===== config.mk =====
export PLATFORM = sky130hd
export DESIGN_NAME = qc_ldpc_expansion_address_gen_core
export DESIGN_NICKNAME = d
export VERILOG_FILES = /design/src/hw/rtl/qcl_pkg.sv /design/src/hw/rtl/qc_ldpc_expansion_address_gen_core.sv /design/src/hw/rtl/qcl_ctrl.sv /design/src/hw/rtl/qcl_datapath.sv
export SDC_FILE = /design/constraint.sdc
export NUM_CORES = 2
export LEC_CHECK = 0
export BUFFER_PORTS_ARGS = -buffer_cell sky130_fd_sc_hd__buf_2
export CORE_MARGIN = 5
export CORE_UTILIZATION = 40
export DETAILED_ROUTE_END_ITERATION = 7
export PLACE_DENSITY = 0.62
export RECOVER_POWER = 50
export SLEW_MARGIN = 20
export SYNTH_ARGS = -nofsm -noshare
export SYNTH_HDL_FRONTEND = slang
export SYNTH_SLANG_ARGS = --single-unit
export TNS_END_PERCENT = 30

===== constraint.sdc =====
create_clock -name clk -period 5.3 [get_ports clk]
set_input_delay 0.795 -clock clk [delete_from_list [all_inputs] [get_ports clk]]
set_output_delay 0.795 -clock clk [all_outputs]
set_load 0.05 [all_outputs]

===== src/hw/rtl/qcl_pkg.sv =====
package qcl_pkg;

  localparam int unsigned DEF_MAX_BLOCK_ROWS = 12;
  localparam int unsigned DEF_MAX_ROW_WEIGHT = 24;

  localparam logic [6:0] Z_RESET     = 7'd96;
  localparam logic [6:0] Z_MIN       = 7'd24;
  localparam logic [6:0] Z_MAX       = 7'd96;
  localparam logic [6:0] Z_STEP_MASK = 7'd3;

  // floor(p / 96) = floor(floor(p / 32) / 3), the divide by 3 done as * 171 >> 9
  localparam int unsigned SCALE_SHIFT       = 5;
  localparam int unsigned SCALE_RECIP       = 171;
  localparam int unsigned SCALE_RECIP_SHIFT = 9;

  localparam logic REQ_LOAD   = 1'b0;
  localparam logic REQ_EXPAND = 1'b1;

  typedef enum logic [1:0] {
    ST_IDLE,
    ST_MOD,
    ST_BAD,
    ST_WALK
  } ctrl_state_t;

  typedef struct packed {
    logic load;
    logic capture;
    logic mod_sub;
    logic start_walk;
    logic issue;
    logic issue_bad;
  } dp_cmd_t;

  typedef struct packed {
    logic adv;
    logic z_bad;
    logic row_skip;
    logic d_ge_z;
    logic k_last;
  } dp_sts_t;

endpackage


===== src/hw/rtl/qc_ldpc_expansion_address_gen_core.sv =====
// channel   direction  handshake             payload
// in        input      in_valid / in_stall   req_type, block_row, entry_slot, entry_shift,
//                                            entry_column, row_end, sub_row
// out       output     out_valid / out_stall check_node_index, var_node_index, last,
//                                            bad_config
// cfg       input      cfg_valid / cfg_ready cfg_data (expansion_factor)
//
// An expand item is captured, its sub-row is reduced by repeated subtract of z, then the
// row walk issues one table read per cycle while out is not stalled into a four-stage
// pipeline (read, multiply, reciprocal scale, modulo and add), so results leave one per
// cycle while out is not stalled. With a bad expansion_factor a single bad_config item is
// issued instead; an empty row issues nothing. Reset clears the FSM, pipeline valids and
// row weights and sets expansion_factor to 96. A stall on out freezes the whole pipeline
// and the row walk; in is stalled until the last entry or the bad_config item has issued.
module qc_ldpc_expansion_address_gen_core
  import qcl_pkg::*;
#(
  parameter int unsigned MAX_BLOCK_ROWS = DEF_MAX_BLOCK_ROWS,
  parameter int unsigned MAX_ROW_WEIGHT = DEF_MAX_ROW_WEIGHT
) (
  input  logic        clk,
  input  logic        rst,
  input  logic        cfg_valid,
  output logic        cfg_ready,
  input  logic [6:0]  cfg_data,
  input  logic        in_valid,
  output logic        in_stall,
  input  logic        req_type,
  input  logic [3:0]  block_row,
  input  logic [4:0]  entry_slot,
  input  logic [6:0]  entry_shift,
  input  logic [4:0]  entry_column,
  input  logic        row_end,
  input  logic [6:0]  sub_row,
  output logic        out_valid,
  input  logic        out_stall,
  output logic [10:0] check_node_index,
  output logic [11:0] var_node_index,
  output logic        last,
  output logic        bad_config
);

  dp_cmd_t cmd;
  dp_sts_t sts;

  assign cfg_ready = 1'b1;

  qcl_ctrl u_ctrl (
    .clk      (clk),
    .rst      (rst),
    .in_valid (in_valid),
    .req_type (req_type),
    .sts      (sts),
    .in_stall (in_stall),
    .cmd      (cmd)
  );

  qcl_datapath #(
    .MAX_BLOCK_ROWS (MAX_BLOCK_ROWS),
    .MAX_ROW_WEIGHT (MAX_ROW_WEIGHT)
  ) u_datapath (
    .clk              (clk),
    .rst              (rst),
    .cmd              (cmd),
    .sts              (sts),
    .cfg_valid        (cfg_valid),
    .cfg_data         (cfg_data),
    .block_row        (block_row),
    .entry_slot       (entry_slot),
    .entry_shift      (entry_shift),
    .entry_column     (entry_column),
    .row_end          (row_end),
    .sub_row          (sub_row),
    .out_stall        (out_stall),
    .out_valid        (out_valid),
    .check_node_index (check_node_index),
    .var_node_index   (var_node_index),
    .last             (last),
    .bad_config       (bad_config)
  );

endmodule


===== src/hw/rtl/qcl_ctrl.sv =====
module qcl_ctrl
  import qcl_pkg::*;
(
  input  logic    clk,
  input  logic    rst,
  input  logic    in_valid,
  input  logic    req_type,
  input  dp_sts_t sts,
  output logic    in_stall,
  output dp_cmd_t cmd
);

  ctrl_state_t state;
  ctrl_state_t state_next;

  always_ff @(posedge clk) begin
    if (rst) begin
      state <= ST_IDLE;
    end else begin
      state <= state_next;
    end
  end

  always_comb begin
    state_next = state;
    cmd        = '0;
    in_stall   = (state != ST_IDLE);
    unique case (state)
      ST_IDLE: begin
        if (in_valid) begin
          if (req_type == REQ_EXPAND) begin
            cmd.capture = 1'b1;
            state_next  = ST_MOD;
          end else begin
            cmd.load = 1'b1;
          end
        end
      end
      ST_MOD: begin
        if (sts.z_bad) begin
          state_next = ST_BAD;
        end else if (sts.row_skip) begin
          state_next = ST_IDLE;
        end else if (sts.d_ge_z) begin
          cmd.mod_sub = 1'b1;
        end else begin
          cmd.start_walk = 1'b1;
          state_next     = ST_WALK;
        end
      end
      ST_BAD: begin
        if (sts.adv) begin
          cmd.issue_bad = 1'b1;
          state_next    = ST_IDLE;
        end
      end
      ST_WALK: begin
        if (sts.adv) begin
          cmd.issue = 1'b1;
          if (sts.k_last) begin
            state_next = ST_IDLE;
          end
        end
      end
      default: begin
        state_next = ST_IDLE;
      end
    endcase
  end

endmodule


===== src/hw/rtl/qcl_datapath.sv =====
module qcl_datapath
  import qcl_pkg::*;
#(
  parameter int unsigned MAX_BLOCK_ROWS = DEF_MAX_BLOCK_ROWS,
  parameter int unsigned MAX_ROW_WEIGHT = DEF_MAX_ROW_WEIGHT
) (
  input  logic        clk,
  input  logic        rst,
  input  dp_cmd_t     cmd,
  output dp_sts_t     sts,
  input  logic        cfg_valid,
  input  logic [6:0]  cfg_data,
  input  logic [3:0]  block_row,
  input  logic [4:0]  entry_slot,
  input  logic [6:0]  entry_shift,
  input  logic [4:0]  entry_column,
  input  logic        row_end,
  input  logic [6:0]  sub_row,
  input  logic        out_stall,
  output logic        out_valid,
  output logic [10:0] check_node_index,
  output logic [11:0] var_node_index,
  output logic        last,
  output logic        bad_config
);

  localparam int unsigned DEPTH  = MAX_BLOCK_ROWS * MAX_ROW_WEIGHT;
  localparam int unsigned ADDR_W = (DEPTH > 1) ? $clog2(DEPTH) : 1;
  localparam int unsigned RIDX_W = (MAX_BLOCK_ROWS > 1) ? $clog2(MAX_BLOCK_ROWS) : 1;

  logic [6:0]  z;
  logic [4:0]  row_weight [MAX_BLOCK_ROWS];
  logic [11:0] mem [DEPTH];

  logic              in_row_ok;
  logic              in_slot_ok;
  logic [RIDX_W-1:0] in_ridx;
  logic [ADDR_W-1:0] wr_addr;
  logic [ADDR_W-1:0] rd_addr;
  logic [4:0]        w_in;
  logic              adv;
  logic              z_ok;

  logic [3:0]        brow;
  logic [6:0]        dr;
  logic [4:0]        w;
  logic [4:0]        k;
  logic [ADDR_W-1:0] base;
  logic [10:0]       cn;

  logic [11:0] rdata;
  logic        s1_v;
  logic        s1_bad;
  logic        s1_last;
  logic [6:0]  s1_d;
  logic [10:0] s1_cn;

  logic        s2_v;
  logic        s2_bad;
  logic        s2_last;
  logic [6:0]  s2_d;
  logic [10:0] s2_cn;
  logic [13:0] s2_prod;
  logic [11:0] s2_colz;

  logic        s3_v;
  logic        s3_bad;
  logic        s3_last;
  logic [6:0]  s3_d;
  logic [10:0] s3_cn;
  logic [6:0]  s3_scaled;
  logic [11:0] s3_colz;

  logic [17:0] recip_prod;
  logic [7:0]  sum;
  logic [7:0]  sum_mod;
  logic [7:0]  z8;

  assign adv        = !out_valid || !out_stall;
  assign z_ok       = (z >= Z_MIN) && (z <= Z_MAX) && ((z & Z_STEP_MASK) == 7'd0);
  assign in_row_ok  = 32'(block_row) < MAX_BLOCK_ROWS;
  assign in_slot_ok = 32'(entry_slot) < MAX_ROW_WEIGHT;
  assign in_ridx    = RIDX_W'(block_row);
  assign wr_addr    = ADDR_W'(32'(block_row) * MAX_ROW_WEIGHT + 32'(entry_slot));
  assign rd_addr    = base + ADDR_W'(k);

  always_comb begin
    w_in = 5'd0;
    if (in_row_ok) begin
      w_in = row_weight[in_ridx];
      if (32'(w_in) > MAX_ROW_WEIGHT) begin
        w_in = 5'(MAX_ROW_WEIGHT);
      end
    end
  end

  assign sts.adv      = adv;
  assign sts.z_bad    = !z_ok;
  assign sts.row_skip = (w == 5'd0);
  assign sts.d_ge_z   = (dr >= z);
  assign sts.k_last   = (k == w - 5'd1);

  always_ff @(posedge clk) begin
    if (rst) begin
      z <= Z_RESET;
    end else if (cfg_valid) begin
      z <= cfg_data;
    end
  end

  always_ff @(posedge clk) begin
    if (rst) begin
      for (int i = 0; i < MAX_BLOCK_ROWS; i++) begin
        row_weight[i] <= '0;
      end
    end else if (cmd.load && in_row_ok && in_slot_ok && row_end) begin
      row_weight[in_ridx] <= entry_slot + 5'd1;
    end
  end

  always_ff @(posedge clk) begin
    if (cmd.load && in_row_ok && in_slot_ok) begin
      mem[wr_addr] <= {entry_shift, entry_column};
    end
  end

  always_ff @(posedge clk) begin
    if (adv) begin
      rdata <= mem[rd_addr];
    end
  end

  always_ff @(posedge clk) begin
    if (cmd.capture) begin
      brow <= block_row;
      dr   <= sub_row;
      w    <= w_in;
    end else if (cmd.mod_sub) begin
      dr <= dr - z;
    end
    if (cmd.start_walk) begin
      base <= ADDR_W'(32'(brow) * MAX_ROW_WEIGHT);
      cn   <= 11'({7'd0, brow} * {4'd0, z}) + 11'(dr);
      k    <= 5'd0;
    end else if (cmd.issue) begin
      k <= k + 5'd1;
    end
  end

  always_ff @(posedge clk) begin
    if (rst) begin
      s1_v      <= 1'b0;
      s2_v      <= 1'b0;
      s3_v      <= 1'b0;
      out_valid <= 1'b0;
    end else if (adv) begin
      s1_v      <= cmd.issue || cmd.issue_bad;
      s2_v      <= s1_v;
      s3_v      <= s2_v;
      out_valid <= s3_v;
    end
  end

  assign recip_prod = (18'(s2_prod) >> SCALE_SHIFT) * 18'(SCALE_RECIP);
  assign z8         = {1'b0, z};
  assign sum        = {1'b0, s3_scaled} + {1'b0, s3_d};

  always_comb begin
    if (sum >= (z8 << 1)) begin
      sum_mod = sum - (z8 << 1);
    end else if (sum >= z8) begin
      sum_mod = sum - z8;
    end else begin
      sum_mod = sum;
    end
  end

  always_ff @(posedge clk) begin
    if (adv) begin
      s1_bad  <= cmd.issue_bad;
      s1_last <= sts.k_last;
      s1_d    <= dr;
      s1_cn   <= cn;

      s2_bad  <= s1_bad;
      s2_last <= s1_last;
      s2_d    <= s1_d;
      s2_cn   <= s1_cn;
      s2_prod <= {7'd0, rdata[11:5]} * {7'd0, z};
      s2_colz <= {7'd0, rdata[4:0]} * {5'd0, z};

      s3_bad    <= s2_bad;
      s3_last   <= s2_last;
      s3_d      <= s2_d;
      s3_cn     <= s2_cn;
      s3_scaled <= 7'(recip_prod >> SCALE_RECIP_SHIFT);
      s3_colz   <= s2_colz;

      if (s3_bad) begin
        check_node_index <= 11'd0;
        var_node_index   <= 12'd0;
        last             <= 1'b0;
        bad_config       <= 1'b1;
      end else begin
        check_node_index <= s3_cn;
        var_node_index   <= {4'd0, sum_mod} + s3_colz;
        last             <= s3_last;
        bad_config       <= 1'b0;
      end
    end
  end

  a_issue_only_on_advance: assert property (@(posedge clk) disable iff (rst)
    (cmd.issue || cmd.issue_bad) |-> adv)
    else $error("item issued into stalled pipeline");

  a_walk_in_row: assert property (@(posedge clk) disable iff (rst)
    cmd.issue |-> (k < w))
    else $error("row walk past row weight");

  a_walk_start_reduced: assert property (@(posedge clk) disable iff (rst)
    cmd.start_walk |-> ((dr < z) && (w != 5'd0) && z_ok))
    else $error("row walk started with unreduced sub-row or empty row");

  a_bad_single: assert property (@(posedge clk) disable iff (rst)
    cmd.issue_bad |=> !cmd.issue && !cmd.issue_bad)
    else $error("more than one bad-config item issued");

endmodule


==> results.py <==
metrics = {
    "outcome": {
        "outcome": "finished with violations",
        "violations": "capacitance limit, slew limit",
    },
    "critical_path": {
        "path_class": "reg -> reg",
        "cp_max_fo": 4,
        "reg2reg_to": "u_datapath.var_node_index[10]",
        "worstPathRequired_ps": 6130,
        "rrSetupSlack_ps": 150,
        "reg2regPathDepth": 24,
        "critical_path_arrival_ps": 5980,
        "cp-end-kind": "flip-flop",
        "reg2reg_from": "u_datapath.s3_d[1]",
        "start_kind": "flip-flop",
    },
    "synth": {
        "synthArstFlopShare": 0,
        "yosys_warnings": 0,
        "netlist_area_um2": 149500,
        "synth_seq_area_share": 0.7470,
        "synth_cells": 6901,
        "synth-edff-count": 3706,
        "synthFlopType": "edfxtp_1",
        "synth_area_per_cell_um2": 21.66,
        "synth_cell_types": 77,
        "synth-seq-cells": 3724,
    },
    "layout": {
        "drive_gt1_frac": 0.3053,
        "multiInputGateArea_um2": 36370,
        "layout_common_cells": "edfxtp_1, mux4_2, buf_4, clkbuf_16, nor2_1",
        "postLayoutCellArea_um2": 172400,
        "area_growth_pct": 15.36,
        "fin_nets": 7869,
        "final_cells": 12860,
        "layout_commonest_cell": "edfxtp_1",
        "seqCellArea_um2": 111700,
        "n_fill_cell": 30600,
        "finish.utilization": 0.4632,
    },
    "power": {
        "power.density_nw_per_um2": 451.3,
        "p_leak_nw": 54.45,
        "total_power_mw": 77.82,
        "irDropWorstVdd_mv": 0.9510,
    },
    "die": {
        "die-area_um2": 386000,
        "start_util": 0.4016,
        "die_w_um": 621.3,
        "ios": 70,
        "core-area_um2": 372200,
        "die_height_um": 621.3,
        "rows": 224,
    },
    "timing": {
        "setup_violations": 0,
        "fin_skew_ps": 75.22,
        "slew_headroom": -2.379,
        "rsz0062_at_grt": "true",
        "finalSetupTns_ps": 0,
        "final-hold-violation-count": 0,
        "fmax_mhz": 194.0,
        "period_share": 0.9725,
        "slew_violations": 2637,
        "worstMarginPinSlew_ps": 5069,
        "period_minus_slack_ps": 5154,
    },
    "global_route": {
        "grt_pass1_wl_um": 536000,
        "grt_pass1_vias": 73640,
        "grt_max_degree": 169,
        "antenna_found_initial": 21,
        "grt_overflow": 0,
        "grt_use_total": 0.1882,
    },
    "detailed_routing": {
        "wirelength_um": 370200,
        "drc_errors": 0,
        "via_count": 73010,
        "dr.pass1.iters": 6,
        "wl_per_cell_um": 28.79,
        "postRouteAntennaNets": 0,
        "drt_iter0_drc": 8486,
        "vias_per_cell": 5.677,
    },
    "hold_path": {
        "hold_class": "in -> reg",
        "hp-start": "out_stall",
        "hold_end": "u_datapath.s3_v",
        "hold_path_depth": 3,
    },
    "cts": {
        "cts_sinks": 3724,
        "cts_tree": "built",
        "hold_buffers": 0,
        "clk_pin_slew_worst_paths_ps": 70,
        "cts-root-buf": "clkbuf_16",
        "clock_path_buffers": 4,
        "clk_latency_ps": 980,
        "cts_htree_levels": 5,
        "cts-buffers-inserted": 382,
    },
    "placement": {
        "placed_area_um2": 160000,
        "post-dp-hpwl_um": 231900,
        "io_buffers": 68,
        "placedCellCount": 12160,
        "place_congestion": 0.9185,
    },
    "run": {
        "cap_violations": 26,
    },
}
where the power goes:
| group | switching [mW] | internal, mW | total [mW] |
|---|---|---|---|
| clock network | 11.3 | 15.4 | 26.7 |
| logic | 9.70 | 7.94 | 17.6 |
| registers | 0.355 | 33.1 | 33.5 |
| total | 21.4 | 56.5 | 77.8 |
metal layers:
metal / track usage / vias up / part of all wire
li1: - / 30010 / -
met2: 0.2954 / 3306 / 0.47
met1: 0.2685 / 39120 / 0.41
met4: 0.06099 / 4 / 0.037
met3: 0.03448 / 578 / 0.086
met5: 0 / - / 0.000057
how the worst max path moves through the flow:
stage	slack, ps	to	from
floorplan	150	u_datapath.var_node_index[10]	u_datapath.s3_scaled[0]
global placement	-670	u_datapath.var_node_index[8]	u_datapath.s3_scaled[0]
detailed placement	-540	u_datapath.var_node_index[10]	u_datapath.s3_scaled[0]
CTS	4	u_datapath.var_node_index[10]	u_datapath.s3_scaled[0]
global route	-150	u_datapath.var_node_index[10]	u_datapath.s3_d[1]
finish	150	u_datapath.var_node_index[10]	u_datapath.s3_d[1]
state kept, by name, summed over array words and instances (netlist names), 9 cells and up:
signal / count
u_datapath.check_node_index: 11
u_datapath.s1_cn: 11
u_datapath.mem: 3456
u_datapath.row_weight: 80
u_datapath.s2_cn: 11
u_datapath.rdata: 12
u_datapath.var_node_index: 12
u_datapath.s2_prod: 9
u_datapath.cn: 11
u_datapath.s3_cn: 11
u_datapath.s3_colz: 12
u_datapath.s2_colz: 12
what timing repair did:
| action | 4_1_cts | 5_1_grt |
|---|---|---|
| cloned | 0 | 0 |
| buffers inserted | 3 | 4 |
| pin swaps | 6 | 23 |
| gates resized for setup | 19 | 25 |
| endpoints found under the setup margin | 6 | 6 |
synth_stat cells, types with 12 or more instances:
master / instances / area share
mux4_2: 1072 / 0.16
nor4_1: 39 / 0.0016
fa_1: 77 / 0.010
buf_4: 43 / 0.0022
mux2i_1: 49 / 0.0033
buf_6: 23 / 0.0017
edfxtp_1: 3706 / 0.74
xnor2_1: 57 / 0.0033
inv_1: 159 / 0.0040
a22o_1: 12 / 0.00070
clkbuf_1: 173 / 0.0043
nand2_1: 197 / 0.0049
o22ai_1: 14 / 0.00059
and2_1: 64 / 0.0027
nor2_1: 302 / 0.0076
dfxtp_1: 18 / 0.0024
a22oi_1: 42 / 0.0021
a21oi_1: 79 / 0.0026
xor2_1: 25 / 0.0015
nand3_1: 59 / 0.0020
nor3_1: 98 / 0.0033
buf_2: 89 / 0.0030
buf_1: 26 / 0.00065
a221oi_1: 15 / 0.00088
ha_1: 172 / 0.014
and3_1: 23 / 0.00096
o21ai_0: 41 / 0.0014
nor2b_1: 63 / 0.0026
a21o_1: 16 / 0.00080
final cells by class:
cell class | count | area share
multi-input combinational | 2679 | 0.2109
clock inverter | 227 | 0.01466
clock buffer | 463 | 0.05745
timing repair buffer | 629 | 0.02967
antenna | 5 | 0.00007257
sequential | 3724 | 0.6476
tap | 4972 | 0.03608
inverter | 162 | 0.003527
through the flow:
stage / setup WS (ps) / hold WS, ps
6_report: 145.6 / 121.6
5_1_grt: -154.6 / 97.59
3_3_place_gp: -671.7 / 402.6
2_1_floorplan: 150.0 / 400.3
4_1_cts: 4.179 / 42.94
3_5_place_dp: -543.3 / 404.5
worst max-delay path, stage by stage (launching register included):
cell      delay [ps]
edfxtp_1         410
ha_1             320
a21o_1           170
a21oi_2          160
nor2b_1           70
o21a_1           210
nor2_2           160
xnor2_2          140
ha_4             300
nand4_1          100
nor2_2           190
nor4b_4           60
buf_4            140
o21ai_4          220
mux2_4           340
mux2_2           280
fa_2             360
nor2b_2          160
o21ai_2           80
a21boi_2         180
o21ai_2          110
a21boi_2         200
o21ai_1          110
or4_1            480
nand3_1           90
logic make-up (layout without fill, tap and decap cells):
family	after synthesis	in the layout	share of synthesized area
DFF	3724	3724	0.7470
muxes	1129	1129	0.1654
and+or+nand+nor	899	899	0.02864
buffers and inverters	517	1481	0.01597
AOI/OAI and AO/OA	299	299	0.01341
adders and majority gates	249	249	0.02471
xor gates and xnor gates	82	82	0.004805
other	2	26	0.00005025
(Power assumes the default switching activity.)
